## src/design/dccs_pkg.sv

```systemverilog
package dccs_pkg;

  localparam int unsigned NumRegs = 8;
  localparam int unsigned AddrW   = 5;

  localparam logic [2:0] RegCondEn     = 3'd0;
  localparam logic [2:0] RegMinInLim   = 3'd1;
  localparam logic [2:0] RegCableMask  = 3'd2;
  localparam logic [2:0] RegDisBatCur  = 3'd3;
  localparam logic [2:0] RegEnaBatCur  = 3'd4;
  localparam logic [2:0] RegMainPct    = 3'd5;
  localparam logic [2:0] RegSubPct     = 3'd6;
  localparam logic [2:0] RegSubCap     = 3'd7;

  localparam logic        SerialTopology = 1'b0;

  localparam logic signed [15:0] EnaBatCurRst = 16'sd2200;
  localparam logic [7:0]         PctRst       = 8'd100;
  localparam logic [16:0]        SubCapRst    = 17'd100000;

  // x / 100 == (x * PctRecip) >> PctShift for any x below 2^23
  localparam int unsigned  ProdW    = 23;
  localparam int unsigned  RecipW   = 24;
  localparam logic [23:0]  PctRecip = 24'd10737419;
  localparam int unsigned  PctShift = 30;

  typedef struct packed {
    logic [15:0]        total_input_limit;
    logic [15:0]        total_charge_current;
    logic [4:0]         cable_kind;
    logic               main_in_cv;
    logic signed [15:0] battery_current;
    logic               charging_active;
    logic               new_cable;
  } in_req_t;

  typedef struct packed {
    logic        sub_enabled;
    logic        sub_toggled;
    logic [15:0] main_input_out;
    logic [15:0] sub_input_out;
    logic [15:0] main_charge_out;
    logic [16:0] sub_charge_out;
  } out_req_t;

  typedef struct packed {
    logic [3:0]         condition_enables;
    logic [15:0]        min_input_limit;
    logic [31:0]        allowed_cable_mask;
    logic signed [15:0] disable_battery_current;
    logic signed [15:0] enable_battery_current;
    logic [7:0]         main_level_percent;
    logic [7:0]         sub_level_percent;
    logic [16:0]        sub_current_cap;
  } cfg_t;

  typedef struct packed {
    in_req_t       req;
    logic [ProdW-1:0] main_prod;
    logic [ProdW-1:0] sub_prod;
  } prep_t;

endpackage

```

## src/design/dccs_cfg.sv

```systemverilog
module dccs_cfg (
  input  logic                        clk_i,
  input  logic                        rst_ni,
  input  logic                        psel,
  input  logic                        penable,
  input  logic                        pwrite,
  input  logic [dccs_pkg::AddrW-1:0]  paddr,
  input  logic [31:0]                 pwdata,
  output logic [31:0]                 prdata,
  output logic                        pready,
  output dccs_pkg::cfg_t              cfg_o
);
  import dccs_pkg::*;

  cfg_t       cfg_q, cfg_d;
  logic [2:0] idx;
  logic       wr_en;

  assign idx    = paddr[4:2];
  assign wr_en  = psel && penable && pwrite;
  assign pready = 1'b1;
  assign cfg_o  = cfg_q;

  always_comb begin
    cfg_d = cfg_q;
    if (wr_en) begin
      case (idx)
        RegCondEn:    cfg_d.condition_enables       = pwdata[3:0];
        RegMinInLim:  cfg_d.min_input_limit         = pwdata[15:0];
        RegCableMask: cfg_d.allowed_cable_mask      = pwdata;
        RegDisBatCur: cfg_d.disable_battery_current = pwdata[15:0];
        RegEnaBatCur: cfg_d.enable_battery_current  = pwdata[15:0];
        RegMainPct:   cfg_d.main_level_percent      = pwdata[7:0];
        RegSubPct:    cfg_d.sub_level_percent       = pwdata[7:0];
        RegSubCap:    cfg_d.sub_current_cap         = pwdata[16:0];
        default:      cfg_d = cfg_q;
      endcase
    end
  end

  always_comb begin
    case (idx)
      RegCondEn:    prdata = {28'd0, cfg_q.condition_enables};
      RegMinInLim:  prdata = {16'd0, cfg_q.min_input_limit};
      RegCableMask: prdata = cfg_q.allowed_cable_mask;
      RegDisBatCur: prdata = {16'd0, cfg_q.disable_battery_current};
      RegEnaBatCur: prdata = {16'd0, cfg_q.enable_battery_current};
      RegMainPct:   prdata = {24'd0, cfg_q.main_level_percent};
      RegSubPct:    prdata = {24'd0, cfg_q.sub_level_percent};
      RegSubCap:    prdata = {15'd0, cfg_q.sub_current_cap};
      default:      prdata = 32'd0;
    endcase
  end

  always_ff @(posedge clk_i or negedge rst_ni) begin
    if (!rst_ni) begin
      cfg_q.condition_enables       <= '0;
      cfg_q.min_input_limit         <= '0;
      cfg_q.allowed_cable_mask      <= '0;
      cfg_q.disable_battery_current <= '0;
      cfg_q.enable_battery_current  <= EnaBatCurRst;
      cfg_q.main_level_percent      <= PctRst;
      cfg_q.sub_level_percent       <= PctRst;
      cfg_q.sub_current_cap         <= SubCapRst;
    end else begin
      cfg_q <= cfg_d;
    end
  end

endmodule

```

## src/design/dccs_prep.sv

```systemverilog
module dccs_prep (
  input  logic              clk_i,
  input  logic              load_i,
  input  dccs_pkg::in_req_t req_i,
  input  dccs_pkg::cfg_t    cfg_i,
  output dccs_pkg::prep_t   prep_o
);
  import dccs_pkg::*;

  prep_t       prep_q, prep_d;
  logic [14:0] half;

  // half share times percent; the divide by 100 follows in the next stage
  assign half = req_i.total_charge_current[15:1];

  always_comb begin
    prep_d.req       = req_i;
    prep_d.main_prod = ProdW'(half) * ProdW'(cfg_i.main_level_percent);
    prep_d.sub_prod  = ProdW'(half) * ProdW'(cfg_i.sub_level_percent);
  end

  always_ff @(posedge clk_i) begin
    if (load_i) begin
      prep_q <= prep_d;
    end
  end

  assign prep_o = prep_q;

endmodule

```

## src/design/dccs_share.sv

```systemverilog
module dccs_share (
  input  logic               clk_i,
  input  logic               rst_ni,
  input  logic               load_i,
  input  dccs_pkg::prep_t    prep_i,
  input  dccs_pkg::cfg_t     cfg_i,
  output dccs_pkg::out_req_t res_o
);
  import dccs_pkg::*;

  out_req_t res_q, res_d;
  logic     run_q, run_d;
  logic     run_prev, pass;
  logic [3:0] en;
  logic [ProdW+RecipW-1:0] main_full, sub_full;
  logic [16:0] main_q100, sub_q100;
  logic [16:0] diff;
  in_req_t     r;

  assign r  = prep_i.req;
  assign en = cfg_i.condition_enables;

  assign main_full = (ProdW + RecipW)'(prep_i.main_prod) * (ProdW + RecipW)'(PctRecip);
  assign sub_full  = (ProdW + RecipW)'(prep_i.sub_prod) * (ProdW + RecipW)'(PctRecip);
  assign main_q100 = main_full[PctShift +: 17];
  assign sub_q100  = sub_full[PctShift +: 17];

  assign run_prev = r.new_cable ? 1'b0 : run_q;

  always_comb begin
    pass = (en != 4'd0);
    if (en[0] && (r.total_input_limit < cfg_i.min_input_limit)) pass = 1'b0;
    if (en[1] && !cfg_i.allowed_cable_mask[r.cable_kind]) pass = 1'b0;
    if (en[2] && r.main_in_cv) pass = 1'b0;
    if (en[3]) begin
      if (r.battery_current < cfg_i.disable_battery_current) pass = 1'b0;
      if ((r.battery_current < cfg_i.enable_battery_current) && !run_prev) pass = 1'b0;
    end
  end

  assign run_d = r.charging_active ? pass : run_prev;
  assign diff  = {1'b0, r.total_charge_current} - cfg_i.sub_current_cap;

  always_comb begin
    res_d.sub_enabled = run_d;
    res_d.sub_toggled = r.charging_active && (run_d != run_prev);
    if (run_d && !SerialTopology) begin
      res_d.main_input_out = {1'b0, r.total_input_limit[15:1]};
      res_d.sub_input_out  = {1'b0, r.total_input_limit[15:1]};
    end else begin
      res_d.main_input_out = r.total_input_limit;
      res_d.sub_input_out  = '0;
    end
    if (!run_d) begin
      res_d.main_charge_out = r.total_charge_current;
      res_d.sub_charge_out  = '0;
    end else if (sub_q100 > cfg_i.sub_current_cap) begin
      res_d.sub_charge_out = cfg_i.sub_current_cap;
      if ({1'b0, r.total_charge_current} > cfg_i.sub_current_cap) begin
        res_d.main_charge_out = diff[15:0];
      end else begin
        res_d.main_charge_out = '0;
      end
    end else begin
      res_d.sub_charge_out = sub_q100;
      if (main_q100[16]) begin
        res_d.main_charge_out = 16'hFFFF;
      end else begin
        res_d.main_charge_out = main_q100[15:0];
      end
    end
  end

  always_ff @(posedge clk_i or negedge rst_ni) begin
    if (!rst_ni) begin
      run_q <= 1'b0;
    end else if (load_i) begin
      run_q <= run_d;
    end
  end

  always_ff @(posedge clk_i) begin
    if (load_i) begin
      res_q <= res_d;
    end
  end

  assign res_o = res_q;

endmodule

```

## src/design/dual_charger_current_sharing.sv

```systemverilog
// An accepted request is held in dccs_prep's input register, then in dccs_share's result
//   register, where out_valid_o marks it until it leaves.
// Throughput: one request per cycle while out_stall_i is low; the input and result
//   registers form a two-entry pipeline, so a new request is taken while a result waits.
// Reset (rst_ni low, asynchronous): pipeline empty, secondary charger off, configuration
//   registers back to their defaults.
module dual_charger_current_sharing (
  input  logic                       clk_i,
  input  logic                       rst_ni,
  input  logic                       in_valid_i,
  output logic                       in_stall_o,
  input  dccs_pkg::in_req_t          in_req_i,
  output logic                       out_valid_o,
  input  logic                       out_stall_i,
  output dccs_pkg::out_req_t         out_req_o,
  input  logic                       psel,
  input  logic                       penable,
  input  logic                       pwrite,
  input  logic [dccs_pkg::AddrW-1:0] paddr,
  input  logic [31:0]                pwdata,
  output logic [31:0]                prdata,
  output logic                       pready
);
  import dccs_pkg::*;

  cfg_t  cfg;
  prep_t prep;
  logic  s1_valid_q, s1_valid_d;
  logic  out_valid_q, out_valid_d;
  logic  out_free, s1_adv, in_acc;

  assign out_free    = !out_valid_q || !out_stall_i;
  assign s1_adv      = s1_valid_q && out_free;
  assign in_stall_o  = s1_valid_q && !out_free;
  assign in_acc      = in_valid_i && !in_stall_o;
  assign s1_valid_d  = in_acc || (s1_valid_q && !s1_adv);
  assign out_valid_d = s1_adv || (out_valid_q && out_stall_i);

  always_ff @(posedge clk_i or negedge rst_ni) begin
    if (!rst_ni) begin
      s1_valid_q  <= 1'b0;
      out_valid_q <= 1'b0;
    end else begin
      s1_valid_q  <= s1_valid_d;
      out_valid_q <= out_valid_d;
    end
  end

  assign out_valid_o = out_valid_q;

  dccs_cfg u_cfg (
    .clk_i   (clk_i),
    .rst_ni  (rst_ni),
    .psel    (psel),
    .penable (penable),
    .pwrite  (pwrite),
    .paddr   (paddr),
    .pwdata  (pwdata),
    .prdata  (prdata),
    .pready  (pready),
    .cfg_o   (cfg)
  );

  dccs_prep u_prep (
    .clk_i  (clk_i),
    .load_i (in_acc),
    .req_i  (in_req_i),
    .cfg_i  (cfg),
    .prep_o (prep)
  );

  dccs_share u_share (
    .clk_i  (clk_i),
    .rst_ni (rst_ni),
    .load_i (s1_adv),
    .prep_i (prep),
    .cfg_i  (cfg),
    .res_o  (out_req_o)
  );

  a_stall_only_when_full: assert property (@(posedge clk_i) disable iff (!rst_ni)
    in_stall_o |-> (out_valid_o && out_stall_i && s1_valid_q))
    else $error("input stalled with room in pipeline");

  a_off_gets_nothing: assert property (@(posedge clk_i) disable iff (!rst_ni)
    (out_valid_o && !out_req_o.sub_enabled) |->
      (out_req_o.sub_charge_out == 17'd0 && out_req_o.sub_input_out == 16'd0))
    else $error("secondary share while secondary off");

  a_sub_capped: assert property (@(posedge clk_i) disable iff (!rst_ni)
    out_valid_o |-> (out_req_o.sub_charge_out <= cfg.sub_current_cap))
    else $error("secondary charge above cap");

  a_toggle_matches: assert property (@(posedge clk_i) disable iff (!rst_ni)
    s1_adv |=> (out_req_o.sub_toggled == 1'b0 ||
                out_req_o.sub_enabled != $past(u_share.run_q)
                || $past(prep.req.new_cable)))
    else $error("toggle without change of enable");

endmodule
```

## config.mk

```make
export PLATFORM = sky130hd
export DESIGN_NAME = dual_charger_current_sharing
export DESIGN_NICKNAME = d
export VERILOG_FILES = /design/src/design/dccs_pkg.sv /design/src/design/dccs_cfg.sv /design/src/design/dccs_prep.sv /design/src/design/dccs_share.sv /design/src/design/dual_charger_current_sharing.sv
export SDC_FILE = /design/constraint.sdc
export NUM_CORES = 2
export LEC_CHECK = 0
export BUFFER_PORTS_ARGS = -buffer_cell sky130_fd_sc_hd__buf_2
export CAP_MARGIN = 20
export CORE_MARGIN = 4
export CORE_UTILIZATION = 40
export DETAILED_ROUTE_END_ITERATION = 10
export GPL_TIMING_DRIVEN = 0
export PLACE_DENSITY = 0.68
export SYNTH_ARGS = -nofsm -noshare
export SYNTH_HDL_FRONTEND = slang
export SYNTH_SLANG_ARGS = --single-unit
```

## constraint.sdc

```tcl
create_clock -name clk_i -period 8.2 [get_ports clk_i]
set_clock_uncertainty 0.15 [all_clocks]
set_input_delay 1.23 -clock clk_i [delete_from_list [all_inputs] [get_ports clk_i]]
set_output_delay 1.23 -clock clk_i [all_outputs]
set_load 0.02 [all_outputs]
```

# == Yosys cells after proc, flatten, opt, wreduce, memory -nomap -nowiden ==
# Index checks and enable logic that the tools add are counted.
# op_classes
order_cmp,6
n_reduce_logical,32
eq_ne,8
shift,0
add_sub_neg,1
mul,4
muxes,16
n_bitwise,0
n_div,0
# op_table
operator,count
one-hot mux 32 bit (8 select lines),1
"multiplier 23 x 24 -> 47 bit, second input constant",2
2-to-1 mux 33 bit,2
< comparator 16 bit,3
multiplier 15 x 8 -> 23 bit,2
2-to-1 mux 16 bit,2
2-to-1 mux 31 bit,1
> comparator 16 x 17 -> 1 bit,1
> comparator 17 bit,1
AND reduction 2 bit,8
subtractor 16 bit,1
"== test 3 bit, second input constant",4
logical AND 1 bit,12
2-to-1 mux 1 bit,9
zero test 1 bit,7
"== test 3 x 2 -> 1 bit, second input constant",2
"< comparator 5 x 6 -> 1 bit, second input constant",1
binary-select mux 1 bit (select 5 bit),1
nonzero test 4 bit,1
"== test 3 x 1 -> 1 bit, second input constant",1
zero test 3 bit,1
logical OR 1 bit,3
!= test 1 bit,1
# totals
ramBits,0
n_memories,0
wordCells,95
latchBits,0
regBits,289
romBits,0

# == Depth between registers and ports, before layout ==
# logic_depth
depth_word,12
ltp_mapped,36

# == Hierarchy ==
# Synthesis repeated with hierarchy kept, for this count alone.
# hier_totals
cells_unflattened,3812
area_unflattened_um2,40258.6
# modules_own_cells
module,seq_area_each_um2,area_per_inst_um2,cells_each,instances
dccs_share,2006.9,23895.4,2390,1
dccs_prep,3062.9,10802.9,1018,1
dccs_cfg,2947.8,5467.7,396,1
dual_charger_current_sharing,50.0,92.6,8,1

# == Worst setup path before layout ==
# OpenSTA, ideal clock, no wires.
# synth_path
path_kind,register -> register
start,reg u_prep.prep_q (netlist bit u_prep.prep_o[6])
end,reg u_share.res_q (netlist bit u_share.res_o[26]) (data pin)
t_required_ns,7.782
period_less_slack_ns,8.454
stages_incl_launch_ff,33
slack_ns,-0.254
setup_time_ns,0.268
arrival_time_ns,8.036
n_path_buf,1
path_cell_list,edfxtp_1 fa_1 fa_1 inv_1 fa_1 fa_1 inv_1 fa_1 fa_1 inv_1 fa_1 inv_1 ha_1 nor3_1 o21ai_0 o31ai_1 o31ai_1 o2111ai_1 a31oi_1 a21oi_1 xnor2_1 ha_1 a21o_1 a21o_1 a211oi_1 o22ai_1 a211oi_1 a21o_1 a2111o_1 clkbuf_1 nor2_1 mux2i_1 o211ai_1
# synth_rtl
item,line,text
start: declaration,dccs_prep.sv:10,"prep_t prep_q, prep_d;"
start signal: assignment,dccs_prep.sv:24,prep_q <= prep_d;
end signal: assignment,dccs_share.sv:84,res_q <= res_d;
end: declaration,dccs_share.sv:11,"out_req_t res_q, res_d;"

==> results.cfg <==
[routing]
vias_per_cell = 5.24
wire_per_inst_um = 19.5
drt_iter0_drc = 1964
drc = 0
postRouteAntennaNets = 0
wirelength_um = 106000
via_count = 28423
dr.pass1.iters = 5

[critical_path]
cp_max_fo = 7
r2r-start = u_prep.prep_o[18]$_DFFE_PP_
cpMostUsedCell = fa_1
crit_start = u_prep.prep_o[18]$_DFFE_PP_
endpoint_kind = flip-flop
reg2reg_to = u_share.res_o[17]$_DFFE_PP_
r2r_setup_slack_ps = -590
start_kind = flip-flop
cp_slowest_cell = edfxtp_1
critPathArrivalTime_ps = 8910
cp.required_ps = 8320
critical_path_class = reg -> reg
r2r_cells = 33
cpPeakStageDelay_ps = 600

[yosys]
ys_async_sr_fraction_pct = 41.7
yosys-top-cells-count = inv_1, ha_1, fa_1
yosys_warnings = 0
yosys.area.top_type_share_pct = 27.7
synth.area.top_cells = fa_1, ha_1, edfxtp_1
ys.flop_type = edfxtp_1
synth_nets = 5108
synth_area_leader_cell = fa_1
yosys.cell_types.count = 79
ys_ff_latch = 288
synth-edff-count = 168
synthesis.area_um2 = 39500
synthCells = 3816
yosysSeqAreaShare_pct = 20.4
synth.most_common_cell = inv_1
syn_avg_cell_area_um2 = 10.3

[cells_and_area]
final_area_um2 = 44600
layout-drive-gt1-share_pct = 13.3
area_delta_synth_final_pct = 13.0
multi_input_area_um2 = 28500
post-route-util_pct = 45.9
final_cell_count_no_fill = 5422
regArea_um2 = 8070
nNetsFinal = 5408
fillers = 9046

[clocking]
cts_max_path_buffers = 3
cts_hold_buf = 0
numCtsBuffers = 35
clkLatencyLatePin_ps = 560
cts_tree = yes
clk_pin_slew_ps = 70
cts.sinks = 288
cts-root-buf = clkbuf_16
htreeDepth = 2

[global_route]
first_global_vias = 30033
track_usage_pct = 20.7
grt_overflow = 0
antenna_found_initial = 9
grt_pass1_wl_um = 168000
grt_max_degree = 80

[sta]
fin_ws_ps = -585
final.setup.tns_ps = -14500
final-hold-violation-count = 0
max_slew_margin_pct = 37.2
finalSetupViolCount = 33
fmax_ghz = 0.114
final_max_slew_viol_count = 0
period_minus_slack_ps = 8790
rsz0062_at_grt = true
worst_pin_slew_ps = 935
finalCritPeriodShare_pct = 107

[floorplan]
die_x_um = 322
io_pins = 202
die_area_um2 = 104000
core_area_um2 = 97300
die_y_um = 322
initial_core_util_pct = 40.6
row_count = 114

[place]
portBuffers = 195
dpl.hpwl_um = 88000
place_area_um2 = 42200
gp_congestion = 0.970
place_inst = 5291

[worst_hold_path]
whs_endpoint = out_valid_o$_DFF_PN0_
whs_path_depth = 1
hold_start = s1_valid_q$_DFF_PN0_
hold_class = reg -> reg

[outcome]
outcome = complete, but fails checks
violations = negative setup slack

[job]
maxCapViolCount = 0
==> kinds of logic after synthesis <==
kind of cell / count (synthesis) / share of synthesized area, %
simple gates: 733 / 9.24
buf+inv: 924 / 8.94
other cells: 2 / 0.0190
fa+ha+maj: 1192 / 48.2
xor+xnor: 86 / 1.91
compound gates: 485 / 7.91
mux: 106 / 3.39
flops: 288 / 20.4
==> worst max-delay path: cells and delay by family, from the launching register on <==
kind / cells / cell delay, ps
compound gates: 14 / 2560
xor+xnor: 1 / 80
fa+ha+maj: 9 / 3880
buf+inv: 6 / 590
flops: 1 / 600
mux: 1 / 250
simple gates: 2 / 380
==> flip-flops by register name (all words and copies together) (netlist names) <==
| signal | count |
|---|---|
| u_prep.prep_o | 102 |
| u_cfg.cfg_o | 117 |
| s1_valid_q | 1 |
| u_share.run_q | 1 |
| u_share.res_o | 66 |
| out_valid_o | 1 |
==> through the flow <==
| step | hold slack (ps) | setup WS, ps |
|---|---|---|
| after detailed placement | 322 | -1670 |
| after global placement | 298 | -1730 |
| after floorplan | 293 | 28.4 |
| after global routing | 362 | -834 |
| final | 334 | -585 |
| after CTS | 335 | -515 |
==> what timing repair did <==
action	CTS	global route
setup endpoints to repair	33	33
gates cloned	0	1
setup buffers	52	13
pin swaps	44	32
resized for setup	81	54
==> routing by layer <==
layer | global-route usage, % | share of wire, %
met2 | 33.7 | 46
met5 | 0 | 0
met4 | 5.37 | 2.7
met3 | 3.46 | 7.3
met1 | 28.9 | 44
==> area by class of cell <==
type                            count  area share, %
Sequential cell                   288           18.1
Antenna cell                        3         0.0168
Inverter                          840           7.07
Multi-Input combinational cell   2604           63.8
Clock buffer                       43           2.10
Buffer                             84           1.04
Timing Repair Buffer              263           3.64
Clock inverter                     21          0.659
Tap cell                         1276           3.58
==> worst max path at each step <==
stage	endpoint	cells after the start
finish	u_share.res_o[17]$_DFFE_PP_	33
global route	u_share.res_o[27]$_DFFE_PP_	36
CTS	u_share.res_o[24]$_DFFE_PP_	32
detailed placement	u_share.res_o[0]$_SDFFCE_PN0P_	33
global placement	u_share.res_o[0]$_SDFFCE_PN0P_	33
floorplan	u_share.res_o[26]$_DFFE_PP_	32
==> placed cells by master, fill, tap and decap left out, drive strengths merged, types with 18 or more instances in the layout <==
cell and instances:
a211oi 20, edfxtp 168, dfrtp 104, and3 30
and2 150, buf 282, nor2b 24, a221oi 19
inv 845, nor3 24, xor2 22, nand3 30
nor2 119, mux2 63, ha 645, fa 547
nand4 29, clkbuf 108, a21oi 133, nand2b 18
o21ai 131, mux2i 27, xnor2 64, a21o 64
nand2 261
Power is not shown: default switching activity piles up to over one toggle a cycle in this logic, so the estimate is an artifact.
